$ cat config.mk
export PLATFORM = sky130hd
export DESIGN_NAME = rational_arithmetic_unit
export DESIGN_NICKNAME = d
export VERILOG_FILES = /design/src/rtl/rau_pkg.sv /design/src/rtl/rau_front.sv /design/src/rtl/rau_queue.sv /design/src/rtl/rau_back.sv /design/src/rtl/rational_arithmetic_unit.sv
export SDC_FILE = /design/constraint.sdc
export NUM_CORES = 2
export LEC_CHECK = 0
export BUFFER_PORTS_ARGS = -buffer_cell sky130_fd_sc_hd__buf_4
export CAP_MARGIN = 20
export CORE_MARGIN = 8
export CORE_UTILIZATION = 42
export CTS_BUF_LIST = sky130_fd_sc_hd__clkbuf_4
export CTS_CLUSTER_SIZE = 28
export DETAILED_ROUTE_END_ITERATION = 16
export PLACE_DENSITY_LB_ADDON = 0.25
export SYNTH_ARGS = -nofsm -noshare
export SYNTH_HDL_FRONTEND = slang
export SYNTH_SLANG_ARGS = --single-unit
$ cat constraint.sdc
create_clock -name clk -period 19.78 [get_ports clk]
set_clock_uncertainty 0.05 [all_clocks]
set_input_delay 3.956 -clock clk [delete_from_list [all_inputs] [get_ports clk]]
set_output_delay 3.956 -clock clk [all_outputs]
set_load 0.01 [all_outputs]
$ cat src/rtl/rau_pkg.sv
// ---------------------------------------------------------------------------
// rau_pkg: shared types and codes for the rational arithmetic unit
// Holds the operation codes, the operand and result beat structs, and the
// struct that carries a classified job from the front end to the back end.
// ---------------------------------------------------------------------------
package rau_pkg;

    localparam int OpW  = 16;
    localparam int NumW = 33;
    localparam int DenW = 31;
    // magnitude width of a product of two operand magnitudes
    localparam int MagW = 2 * OpW;

    typedef enum logic [2:0] {
        KIND_ADD  = 3'd0,
        KIND_SUB  = 3'd1,
        KIND_MUL  = 3'd2,
        KIND_DIV  = 3'd3,
        KIND_NORM = 3'd4
    } kind_t;

    typedef struct packed {
        logic [2:0]        kind;
        logic signed [OpW-1:0] a_num;
        logic signed [OpW-1:0] a_den;
        logic signed [OpW-1:0] b_num;
        logic signed [OpW-1:0] b_den;
    } rau_in_t;

    typedef struct packed {
        logic signed [NumW-1:0] res_num;
        logic [DenW-1:0]        res_den;
        logic                   status;
    } rau_out_t;

    // classified job handed to the back end
    typedef struct packed {
        logic            err;
        logic            zero;
        logic            neg;
        logic [MagW:0]   nmag;
        logic [MagW-1:0] dmag;
    } rau_job_t;

    typedef enum logic [2:0] {
        ST_IDLE,
        ST_GCD,
        ST_DIVN,
        ST_DIVD,
        ST_DONE
    } be_state_t;

endpackage

$ cat src/rtl/rau_front.sv
// ---------------------------------------------------------------------------
// rau_front: operand intake and classification
// Takes a beat, registers its magnitudes and signs, then registers the exact
// cross products and pushes a classified job into the queue.
// ---------------------------------------------------------------------------
module rau_front
    import rau_pkg::*;
(
    input  logic     clk,
    input  logic     rst_n,
    input  logic     in_valid,
    input  rau_in_t  in_beat,
    output logic     in_ready,
    output logic     job_valid,
    output rau_job_t job,
    input  logic     job_ready
);

    // stage 1 registers: magnitudes and signs
    logic            s1_valid_reg, s1_valid_next;
    logic [2:0]      s1_kind_reg;
    logic [OpW-1:0]  an_reg, ad_reg, bn_reg, bd_reg;
    logic            ans_reg, ads_reg, bns_reg, bds_reg;
    // stage 2 registers: products
    logic            s2_valid_reg, s2_valid_next;
    logic [MagW-1:0] p1_reg, p2_reg, pd_reg;
    logic            p1s_reg, p2s_reg, pds_reg, err_reg;

    function automatic logic [OpW-1:0] mag(input logic [OpW-1:0] v);
        mag = v[OpW-1] ? (~v + 1'b1) : v;
    endfunction

    assign in_ready = !s1_valid_reg || !s2_valid_reg || job_ready;
    logic adv2;
    assign adv2 = !s2_valid_reg || job_ready;

    always_comb
    begin
        s1_valid_next = adv2 ? in_valid : (s1_valid_reg || in_valid);
        s2_valid_next = adv2 ? s1_valid_reg : s2_valid_reg;
    end

    always_ff @(posedge clk or negedge rst_n)
    begin
        if (!rst_n)
        begin
            s1_valid_reg <= 1'b0;
            s2_valid_reg <= 1'b0;
        end
        else
        begin
            s1_valid_reg <= s1_valid_next;
            s2_valid_reg <= s2_valid_next;
        end
    end

    // stage 1 capture
    always_ff @(posedge clk)
    begin
        if (in_valid && (adv2 || !s1_valid_reg))
        begin
            s1_kind_reg <= in_beat.kind;
            an_reg  <= mag(in_beat.a_num);
            ad_reg  <= mag(in_beat.a_den);
            bn_reg  <= mag(in_beat.b_num);
            bd_reg  <= mag(in_beat.b_den);
            ans_reg <= in_beat.a_num[OpW-1];
            ads_reg <= in_beat.a_den[OpW-1];
            bns_reg <= in_beat.b_num[OpW-1];
            bds_reg <= in_beat.b_den[OpW-1];
        end
    end

    // stage 2: products selected by kind
    logic [OpW-1:0] m1a, m1b, m2a, m2b, mda, mdb;
    logic           s1n, s2n, sdn, e1;
    always_comb
    begin
        m1a = an_reg; m1b = bd_reg; m2a = bn_reg; m2b = ad_reg;
        mda = ad_reg; mdb = bd_reg;
        s1n = ans_reg ^ bds_reg;
        s2n = bns_reg ^ ads_reg;
        sdn = ads_reg ^ bds_reg;
        e1  = (ad_reg == '0);
        case (s1_kind_reg)
            KIND_ADD: e1 = e1 || (bd_reg == '0);
            KIND_SUB:
            begin
                s2n = !s2n;
                e1  = e1 || (bd_reg == '0);
            end
            KIND_MUL:
            begin
                m1b = bn_reg; m2a = '0;
                s1n = ans_reg ^ bns_reg;
                e1  = e1 || (bd_reg == '0);
            end
            KIND_DIV:
            begin
                m2a = '0; mdb = bn_reg;
                sdn = ads_reg ^ bns_reg;
                e1  = e1 || (bd_reg == '0) || (bn_reg == '0);
            end
            default:
            begin
                m1b = {{(OpW-1){1'b0}}, 1'b1}; m2a = '0;
                mdb = {{(OpW-1){1'b0}}, 1'b1};
                s1n = ans_reg; sdn = ads_reg;
            end
        endcase
    end

    always_ff @(posedge clk)
    begin
        if (adv2)
        begin
            p1_reg  <= m1a * m1b;
            p2_reg  <= m2a * m2b;
            pd_reg  <= mda * mdb;
            p1s_reg <= s1n;
            p2s_reg <= s2n;
            pds_reg <= sdn;
            err_reg <= e1;
        end
    end

    // signed magnitude sum of the two numerator products
    logic [MagW:0] sum;
    logic          sneg;
    always_comb
    begin
        if (p1s_reg == p2s_reg)
        begin
            sum  = {1'b0, p1_reg} + {1'b0, p2_reg};
            sneg = p1s_reg;
        end
        else if (p1_reg >= p2_reg)
        begin
            sum  = {1'b0, p1_reg - p2_reg};
            sneg = p1s_reg;
        end
        else
        begin
            sum  = {1'b0, p2_reg - p1_reg};
            sneg = p2s_reg;
        end
        job.err  = err_reg;
        job.zero = (sum == '0);
        job.neg  = sneg ^ pds_reg;
        job.nmag = sum;
        job.dmag = pd_reg;
    end

    assign job_valid = s2_valid_reg;

endmodule

$ cat src/rtl/rau_queue.sv
// ---------------------------------------------------------------------------
// rau_queue: two-entry job queue
// Decouples the front end from the iterative back end.
// ---------------------------------------------------------------------------
module rau_queue
    import rau_pkg::*;
(
    input  logic     clk,
    input  logic     rst_n,
    input  logic     wr_valid,
    input  rau_job_t wr_job,
    output logic     wr_ready,
    output logic     rd_valid,
    output rau_job_t rd_job,
    input  logic     rd_ready
);

    rau_job_t   mem_reg [2];
    logic       wp_reg, wp_next, rp_reg, rp_next;
    logic [1:0] cnt_reg, cnt_next;
    logic       push, pop;

    assign wr_ready = (cnt_reg != 2'd2);
    assign rd_valid = (cnt_reg != 2'd0);
    assign rd_job   = mem_reg[rp_reg];
    assign push     = wr_valid && wr_ready;
    assign pop      = rd_valid && rd_ready;

    always_comb
    begin
        wp_next  = wp_reg ^ push;
        rp_next  = rp_reg ^ pop;
        cnt_next = cnt_reg + {1'b0, push} - {1'b0, pop};
    end

    always_ff @(posedge clk or negedge rst_n)
    begin
        if (!rst_n)
        begin
            wp_reg  <= 1'b0;
            rp_reg  <= 1'b0;
            cnt_reg <= 2'd0;
        end
        else
        begin
            wp_reg  <= wp_next;
            rp_reg  <= rp_next;
            cnt_reg <= cnt_next;
        end
    end

    always_ff @(posedge clk)
    begin
        if (push)
            mem_reg[wp_reg] <= wr_job;
    end

endmodule

$ cat src/rtl/rau_back.sv
// ---------------------------------------------------------------------------
// rau_back: gcd reduction engine
// Binary gcd one step a cycle, then two restoring divisions by the gcd,
// one quotient bit a cycle, then one result beat; error and zero jobs skip straight to their beat.
// ---------------------------------------------------------------------------
module rau_back
    import rau_pkg::*;
(
    input  logic     clk,
    input  logic     rst_n,
    input  logic     job_valid,
    input  rau_job_t job,
    output logic     job_ready,
    output logic     res_valid,
    output rau_out_t res
);

    localparam int W  = MagW + 1;
    localparam int CW = $clog2(W + 1);

    be_state_t     state_reg, state_next;
    logic [W-1:0]  x_reg, x_next, y_reg, y_next;
    logic [CW-1:0] k_reg, k_next;
    logic [W-1:0]  n_reg, n_next, d_reg, d_next;
    logic [W-1:0]  q_reg, q_next, r_reg, r_next;
    logic [CW-1:0] bit_reg, bit_next;
    logic          neg_reg, neg_next;
    logic [W-1:0]  nq_reg, nq_next;
    rau_out_t      res_reg, res_next;
    logic          rv_reg, rv_next;
    logic [W-1:0]  g, diff, rs;

    assign g = x_reg << k_reg;

    // next state
    always_comb
    begin
        state_next = state_reg;
        unique case (state_reg)
            ST_IDLE: if (job_valid && !job.err && !job.zero) state_next = ST_GCD;
            ST_GCD:  if (y_reg == '0) state_next = ST_DIVN;
            ST_DIVN: if (bit_reg == '0) state_next = ST_DIVD;
            ST_DIVD: if (bit_reg == '0) state_next = ST_DONE;
            ST_DONE: state_next = ST_IDLE;
            default: state_next = ST_IDLE;
        endcase
    end

    // datapath and outputs
    always_comb
    begin
        x_next = x_reg; y_next = y_reg; k_next = k_reg;
        n_next = n_reg; d_next = d_reg; q_next = q_reg; r_next = r_reg;
        bit_next = bit_reg; neg_next = neg_reg; nq_next = nq_reg;
        res_next = res_reg; rv_next = 1'b0;
        job_ready = 1'b0;
        rs   = {r_reg[W-2:0], (state_reg == ST_DIVN) ? n_reg[bit_reg] : d_reg[bit_reg]};
        diff = rs - g;
        unique case (state_reg)
            ST_IDLE:
            begin
                job_ready = 1'b1;
                if (job_valid)
                begin
                    x_next = job.nmag; y_next = {1'b0, job.dmag};
                    n_next = job.nmag; d_next = {1'b0, job.dmag};
                    neg_next = job.neg; k_next = '0;
                    if (job.err || job.zero)
                    begin
                        rv_next = 1'b1;
                        res_next.res_num = '0;
                        res_next.res_den = job.err ? '0 : DenW'(1);
                        res_next.status  = job.err;
                    end
                end
            end
            ST_GCD:
            begin
                // binary gcd step: x holds the smaller odd value, y the halved difference
                if (y_reg != '0)
                begin
                    if (!x_reg[0] && !y_reg[0])
                    begin
                        x_next = x_reg >> 1; y_next = y_reg >> 1; k_next = k_reg + 1'b1;
                    end
                    else if (!x_reg[0])
                        x_next = x_reg >> 1;
                    else if (!y_reg[0])
                        y_next = y_reg >> 1;
                    else if (x_reg >= y_reg)
                    begin
                        x_next = y_reg; y_next = (x_reg - y_reg) >> 1;
                    end
                    else
                        y_next = (y_reg - x_reg) >> 1;
                end
                else
                begin
                    r_next = '0; q_next = '0; bit_next = CW'(W - 1);
                end
            end
            ST_DIVN, ST_DIVD:
            begin
                if (rs >= g)
                begin
                    r_next = diff; q_next = {q_reg[W-2:0], 1'b1};
                end
                else
                begin
                    r_next = rs; q_next = {q_reg[W-2:0], 1'b0};
                end
                bit_next = bit_reg - 1'b1;
                // numerator quotient done, restart for the denominator
                if (bit_reg == '0 && state_reg == ST_DIVN)
                begin
                    nq_next = q_next;
                    r_next = '0; q_next = '0; bit_next = CW'(W - 1);
                end
            end
            ST_DONE:
            begin
                rv_next = 1'b1;
                res_next.res_num = neg_reg ? NumW'(~nq_reg + 1'b1) : NumW'(nq_reg);
                res_next.res_den = q_reg[DenW-1:0];
                res_next.status  = 1'b0;
            end
            default: ;
        endcase
    end

    always_ff @(posedge clk or negedge rst_n)
    begin
        if (!rst_n)
        begin
            state_reg <= ST_IDLE;
            rv_reg    <= 1'b0;
        end
        else
        begin
            state_reg <= state_next;
            rv_reg    <= rv_next;
        end
    end

    always_ff @(posedge clk)
    begin
        x_reg <= x_next; y_reg <= y_next; k_reg <= k_next;
        n_reg <= n_next; d_reg <= d_next; q_reg <= q_next; r_reg <= r_next;
        bit_reg <= bit_next; neg_reg <= neg_next; nq_reg <= nq_next;
        res_reg <= res_next;
    end

    assign res_valid = rv_reg;
    assign res       = res_reg;

endmodule

$ cat src/rtl/rational_arithmetic_unit.sv
// ---------------------------------------------------------------------------
// rational_arithmetic_unit: rational add, subtract, multiply, divide, reduce
// Front end forms exact products, back end reduces by the gcd.
// ---------------------------------------------------------------------------
// An operand beat is taken when start is high and busy is low. The front end
// registers the operand magnitudes, then the cross products, and queues the
// job; the back end then runs a binary gcd and two 33-step divisions by the
// gcd before a nonzero result appears, while error and zero results skip
// both. Each result is shown for one cycle with done high and cannot be held
// off by the receiver.
module rational_arithmetic_unit
    import rau_pkg::*;
(
    input  logic     clk,
    input  logic     rst_n,
    input  logic     start,
    output logic     busy,
    input  rau_in_t  operands,
    output logic     done,
    output rau_out_t result
);

    logic     f_valid, f_ready, q_valid, q_ready, in_ready;
    rau_job_t f_job, q_job;

    assign busy = !in_ready;

    rau_front u_front (
        .clk(clk), .rst_n(rst_n), .in_valid(start), .in_beat(operands),
        .in_ready(in_ready), .job_valid(f_valid), .job(f_job), .job_ready(f_ready)
    );

    rau_queue u_queue (
        .clk(clk), .rst_n(rst_n), .wr_valid(f_valid), .wr_job(f_job),
        .wr_ready(f_ready), .rd_valid(q_valid), .rd_job(q_job), .rd_ready(q_ready)
    );

    rau_back u_back (
        .clk(clk), .rst_n(rst_n), .job_valid(q_valid), .job(q_job),
        .job_ready(q_ready), .res_valid(done), .res(result)
    );

endmodule

After elaboration in Yosys (flattened, before gate mapping)
Memories as Yosys holds them, arrays and structs flattened.
Cells that the tools add are included.
W data, S select, Z words.
- input port bits: 70
- memories kept: 1
- word-level logic and storage cells: 212
- register bits: 487
- RAM bits: 136
- output and inout port bits: 67
- memory list (memory ; words ; width ; read ports ; clocked after memory_dff ; write ports ; line ; source):
    u_queue.mem_reg ; 2 ; 68 ; 1 ; 0 ; 1 ; rau_queue.sv:18 ; rau_job_t mem_reg [2];
- reduce and logical (&&, ||, !) cells: 49
- equality and inequality tests: 21
- bitwise operators: 12
- shift-type cells: 1
- add/subtract/negate cells: 15
- mux-type cells: 65
- $lt $le $gt $ge: 4
- multiply operators: 3
- operator list (kind ; number):
    $mux W33 ; 13
    $mux W32 ; 6
    $pmux W33 S2 ; 2
    $mux W65 ; 2
    $pmux W65 S2 ; 1
    $pmux W32 S2 ; 2
    $mul A16 B16 Y32 ; 3
    $sub A32 B32 Y32 ; 3
    $ge A33 B33 Y1 ; 2
    $logic_not A33 Y1 ; 2
    $sub A33 B33 Y33 ; 2
    $add A16 B1 Y16 const B ; 4
    $not A16 Y16 ; 4
    $pmux W16 S2 ; 2
    $mux W15 ; 4
    $logic_not A16 Y1 ; 3
    $add A32 B32 Y33 ; 1
    $add A33 B1 Y33 const B ; 1
    $not A33 Y33 ; 1
    $reduce_bool A33 Y1 ; 1
    $shl A33 B6 Y33 ; 1
    $ge A32 B32 Y1 ; 1
    $mux W6 ; 5
    $pmux W6 S2 ; 2
    other kinds (32) ; 102

Logic depth before layout (Yosys ltp)
- depth after elaboration: 7
- mapped depth: 34
- gate-level depth less buffers: 31

By module
From an unflattened synthesis, not the netlist that was laid out.
- cell total of the unflattened synthesis: 6413
- area total of the unflattened synthesis: 62647.6 sq um
- modules (own cells, without submodules) (module ; area an instance (sq um) ; cells each ; sequential area each (sq um) ; instances):
    rau_front ; 37349.6 ; 4212 ; 5185.0 ; 1
    rau_back ; 20115.5 ; 1965 ; 9258.9 ; 1
    rau_queue ; 5178.7 ; 235 ; 4184.0 ; 1
    rational_arithmetic_unit ; 3.8 ; 1 ; 0.0 ; 1

Least setup slack after synthesis
Ideal clock, no wire load.
- kind: flip-flop to flip-flop
- start point: reg u_front.s1_kind_reg[1]
- end point: reg u_front.pd_reg[30], data pin
- data arrival time: 7.312 ns
- stages on the path, launching flop included: 34
- buffers on the path: 3
- setup time: 0.258 ns
- path slack: 12.161 ns
- clock period less this slack: 7.619 ns
- required time: 19.472 ns
- path through: edfxtp_1 -> and2_1 -> clkbuf_1 -> clkbuf_1 -> nand2_1 -> a21oi_1 -> clkbuf_1 -> nand2_1 -> fa_1 -> inv_1 -> fa_1 -> inv_1 -> fa_1 -> inv_1 -> fa_1 -> fa_1 -> inv_1 -> fa_1 -> inv_1 -> ha_1 -> a21oi_1 -> nor2b_1 -> o21ai_0 -> nand2b_1 -> a21o_1 -> a21o_1 -> a22o_1 -> o221a_2 -> or2_2 -> nand4_1 -> a31oi_1 -> a21o_1 -> a21oi_1 -> xnor2_1
- cells in the longest elaborated chain, start to end: 4
- elaborated cells on any way between the ends: 7
- classes of those cells: mul: 1; eq/ne: 3; mux: 1; reduce/logical: 2
- RTL lines (what ; line ; source):
    from (decl) ; rau_front.sv:21 ; logic [2:0] s1_kind_reg;
    from (signal assigned) ; rau_front.sv:62 ; s1_kind_reg <= in_beat.kind;
    $eq A3 B1 Y1 (tied with other cells) ; rau_front.sv:85 ; case (s1_kind_reg)
    $reduce_or A3 Y1 (no source line) ; n/a ;
    $pmux W16 S2 (*) ; rau_front.sv:85 ;
    $mul A16 B16 Y32 (*) ; rau_front.sv:119 ; pd_reg <= mda * mdb;
    to (signal assigned) ; rau_front.sv:119 ;
    to (decl) ; rau_front.sv:26 ; logic [MagW-1:0] p1_reg, p2_reg, pd_reg;
Every way passes the cells marked *; elsewhere a longest branch is shown, timed or not.
A chain may end at the register's enable or synchronous reset.

Worst setup path after layout
- start point: reg u_front.s1_kind_reg[2]
- end point: reg u_front.p2_reg[30], data pin
- cells in the longest elaborated chain, start to end: 4
- elaborated cells on any way between the ends: 5
- classes of those cells: mul: 1; eq/ne: 1; mux: 1; reduce/logical: 2
- RTL lines (what ; line ; source):
    $eq A3 B1 Y1 / $logic_not A3 Y1 (equally long branches) ; rau_front.sv:85 ;
    $reduce_or A2 Y1 (no source line) (*) ; n/a ;
    $mux W16 (*) ; rau_front.sv:85 ;
    $mul A16 B16 Y32 (*) ; rau_front.sv:118 ; p2_reg <= m2a * m2b;
    to (signal assigned) ; rau_front.sv:118 ;
    to (decl) ; rau_front.sv:26 ;
Marks and branches as above.

==> results.txt <==
----------------------------------------------------
[Clock network]
  Count of buffers added by post-CTS timing repair for setup ... 0
  Hold buffer count at CTS ... 0
  CTS Buffer Depth ... 3
  Total clock buffers created by CTS ... 168
  Clock insertion delay at the later pin of the skew report ... 1130 ps
  Number of gates resized after CTS ... 0
  H-Tree Level Count ... 4
  Clock transition at the register clock pins on the worst setup and hold paths after CTS ... 60 ps
  CTS Root Cell ... sky130_fd_sc_hd__clkbuf_4
  CTS tree ... yes
  Sink Count ... 622

[Power and ir drop]
  Net switching power figure ... 4.60 mW
  Total power ... 9.78 mW
  Sw Ratio ... 47.0%
  Pint ... 5.19 mW
  Ratio of total power to cell area ... 146 nW/um^2
  Static leakage ... 29.5 nW
  VDD IR max ... 0.184 mV
  Part of the power in combinational logic ... 64.6%
  Proportion of power drawn by flip-flops and latches ... 23.5%
  Clk network pwr share ... 11.9%

[Floorplanning]
  Core Rows ... 141
  Starting Density ... 42.1%
  Floorplan die height ... 400 um
  I/O pin count ... 137
  Area of the placeable core ... 147000 um^2
  Overall die area ... 160000 um^2
  Die W ... 400 um

[Critical path]
  Crit path largest cell delay ... 710 ps
  Critical path arrival ... 9430 ps
  Worst setup SP type ... flip-flop
  Biggest fanout along the worst timing path ... 106
  Worst path required time ... 20580 ps
  Bufs and invs on worst path ... 7
  Startpoint-to-endpoint class of the critical path ... flip-flop to flip-flop
  CP Capture Type ... flip-flop
  Most prevalent standard cell on the critical path ... sky130_fd_sc_hd__fa_1
  Worst reg-to-reg setup slack ... 11160 ps
  Family with the most delay on the worst path ... adder cells
  Worst path slowest cell ... sky130_fd_sc_hd__and2_0

[Routing]
  Post-route DRC violation count ... 0
  Total Wirelength ... 166000 um
  Vias after detailed routing ... 45700
  Initial DRC count ... 3182
  First-pass iteration count of the detailed router ... 8
  Via/cell ratio ... 5.41
  Remaining antenna violation count after routing ... 0
  Detailed-route wire length per cell ... 19.7 um

[Yosys]
  Post-synthesis instance area ... 61900 um^2
  Ys async rst share ... 1.61%
  Number of synthesized register bits ... 622
  Distinct cell type count after synthesis ... 86
  Sequential fraction of the synthesis area ... 30.1%
  Synth Instances ... 6286
  Avg Cell Area, Syn ... 9.84 um^2
  Area contributors post-synth ... sky130_fd_sc_hd__edfxtp_1, sky130_fd_sc_hd__fa_1, sky130_fd_sc_hd__ha_1, sky130_fd_sc_hd__inv_1, sky130_fd_sc_hd__nand2_1
  Top cell type by total area after synthesis ... sky130_fd_sc_hd__edfxtp_1
  Nets in the synthesized netlist ... 7461
  Fraction of synthesized cell area taken by the top area cell type ... 29.7%
  Count of flip-flops with a built-in enable after synthesis ... 612
  Synth Flop Type ... sky130_fd_sc_hd__edfxtp_1
  Synth warn ... 0

[Finish]
  Relative area change from synthesis to final layout ... 8.54%
  Final layout net count ... 7553
  Share of post-route cells with drive strength above 1 ... 10.3%
  Commonest cells after routing, fill and taps aside ... sky130_fd_sc_hd__inv_1, sky130_fd_sc_hd__nand2_1, sky130_fd_sc_hd__edfxtp_1
  Largest register FFs ... 136
  Most common cell after layout, fill and taps aside ... sky130_fd_sc_hd__inv_1

[Global route]
  First-pass GRT wire length ... 265000 um
  Initial antenna violation count ... 8
  Fraction of met3 tracks used by global routing ... 3.31%
  Via count of the first global-routing pass ... 47300
  Leftover overflow at the end of global routing ... 0
  Largest net degree at the start of global routing ... 107
  GRT Total Usage ... 20.8%
  Met1 Use GR ... 27.5%
  Global-route layer with the greatest usage ... met2
  Met2 track demand over resource in global routing ... 34.7%

[Placement]
  Sum of net half-perimeters after detailed placement ... 127000 um
  Final weighted congestion in routability-driven placement ... 0.938
  Buffers on Ports ... 136

[Timing]
  Final TNS setup ... 0 ps
  Final-report setup violation count ... 0
  F_max ... 116 MHz
  Slew at the pin closest to its max-slew limit ... 1020 ps
  Final Hold Viols ... 0
  Time the worst path needs with I/O delays and setup ... 8620 ps
  Unrepaired setup endpoints after global routing ... false
  Max_slew headroom ... 31.3%
  Period utilization ... 43.6%
  Total count of max-transition violations in the final report ... 0

[Hold path]
  Worst hold path type ... flip-flop to flip-flop

[Status]
  Run status ... completed

[Job]
  Number of violations of the max-capacitance limit ... 0

----------------------------------------------------
Yosys cell counts, drive strengths merged (23+ instances only):
cell type,number
a21oi,343
nor4,25
nor2b,30
nor3,74
or3,45
o21bai,50
xnor2,198
a31oi,41
a211oi,33
xor2,76
and2,299
fa,588
o211ai,23
edfxtp,612
and3,134
mux2i,113
nand3,66
clkbuf,275
a21o,100
ha,517
nand4,35
inv,875
mux2,82
mux4,36
nand2,755
o21ai,182
nand2b,55
o21a,27
o31ai,38
nor2,324
power groups by stage:
stage               registers, mW  clock network, mW  logic (mW)
floorplan                    2.24                  0        4.60
global placement             2.31                  0        6.22
detailed placement           2.32                  0        6.29
CTS                          2.29               1.22        6.34
global route                 2.32               1.27        7.12
finish                       2.29               1.16        6.32
through the flow:
stage               utilization (%)  setup WS [ps]  area (um^2)  hold slack, ps  std cells
floorplan                         -          12160        61900             350       6286
global placement               44.2          11260        65000             353       8137
detailed placement             44.2          11210        65000             369       8138
CTS                            45.7          11190        67100             346       8430
global route                   45.7          10530        67200             366       8434
finish                         45.7          11160        67200             341       8436
area by class of cell:
type                            count  area [um^2]
Inverter                          877         3290
Tap cell                         1930         2410
Clock buffer                      237         1780
Antenna cell                        6         15.0
Sequential cell                   622        18600
Fill cell                       13900        79800
Timing Repair Buffer              219         1660
Multi-Input combinational cell   4490        39000
Clock inverter                     55          387
path summary, 6_finish.rpt:
kind,startpoint,end,cells past startpoint
max in group asynchronous,rst_n,u_queue.rp_reg,1
min reg2reg,u_front.pd_reg[7],u_queue.mem_reg[1][7],0
min,u_front.pd_reg[7],u_queue.mem_reg[1][7],0
max,u_front.s1_kind_reg[2],u_front.p2_reg[30],30
min in group asynchronous,rst_n,u_back.state_reg[1],1
max reg2reg,u_front.s1_kind_reg[2],u_front.p2_reg[30],30
cells by family (layout without fill, tap and decap cells):
logic type	count (synthesis)	in the layout	synth area share [%]
buffers and inverters	1174	1388	7.15
other	0	6	0
muxes	231	231	4.63
and+or+nand+nor	1910	1910	14.8
DFF	622	622	30.1
xor gates and xnor gates	274	274	3.88
adders and majority gates	1105	1105	29.5
AOI/OAI and AO/OA	970	970	9.91
layer usage:
metal / vias up / part of all wire, %
met5: - / 0.016
met4: 4 / 3.4
met3: 317 / 5.7
met2: 1456 / 47
met1: 22500 / 43
li1: 21400 / -
No activity file was read; power rests on OpenSTA's default activity.
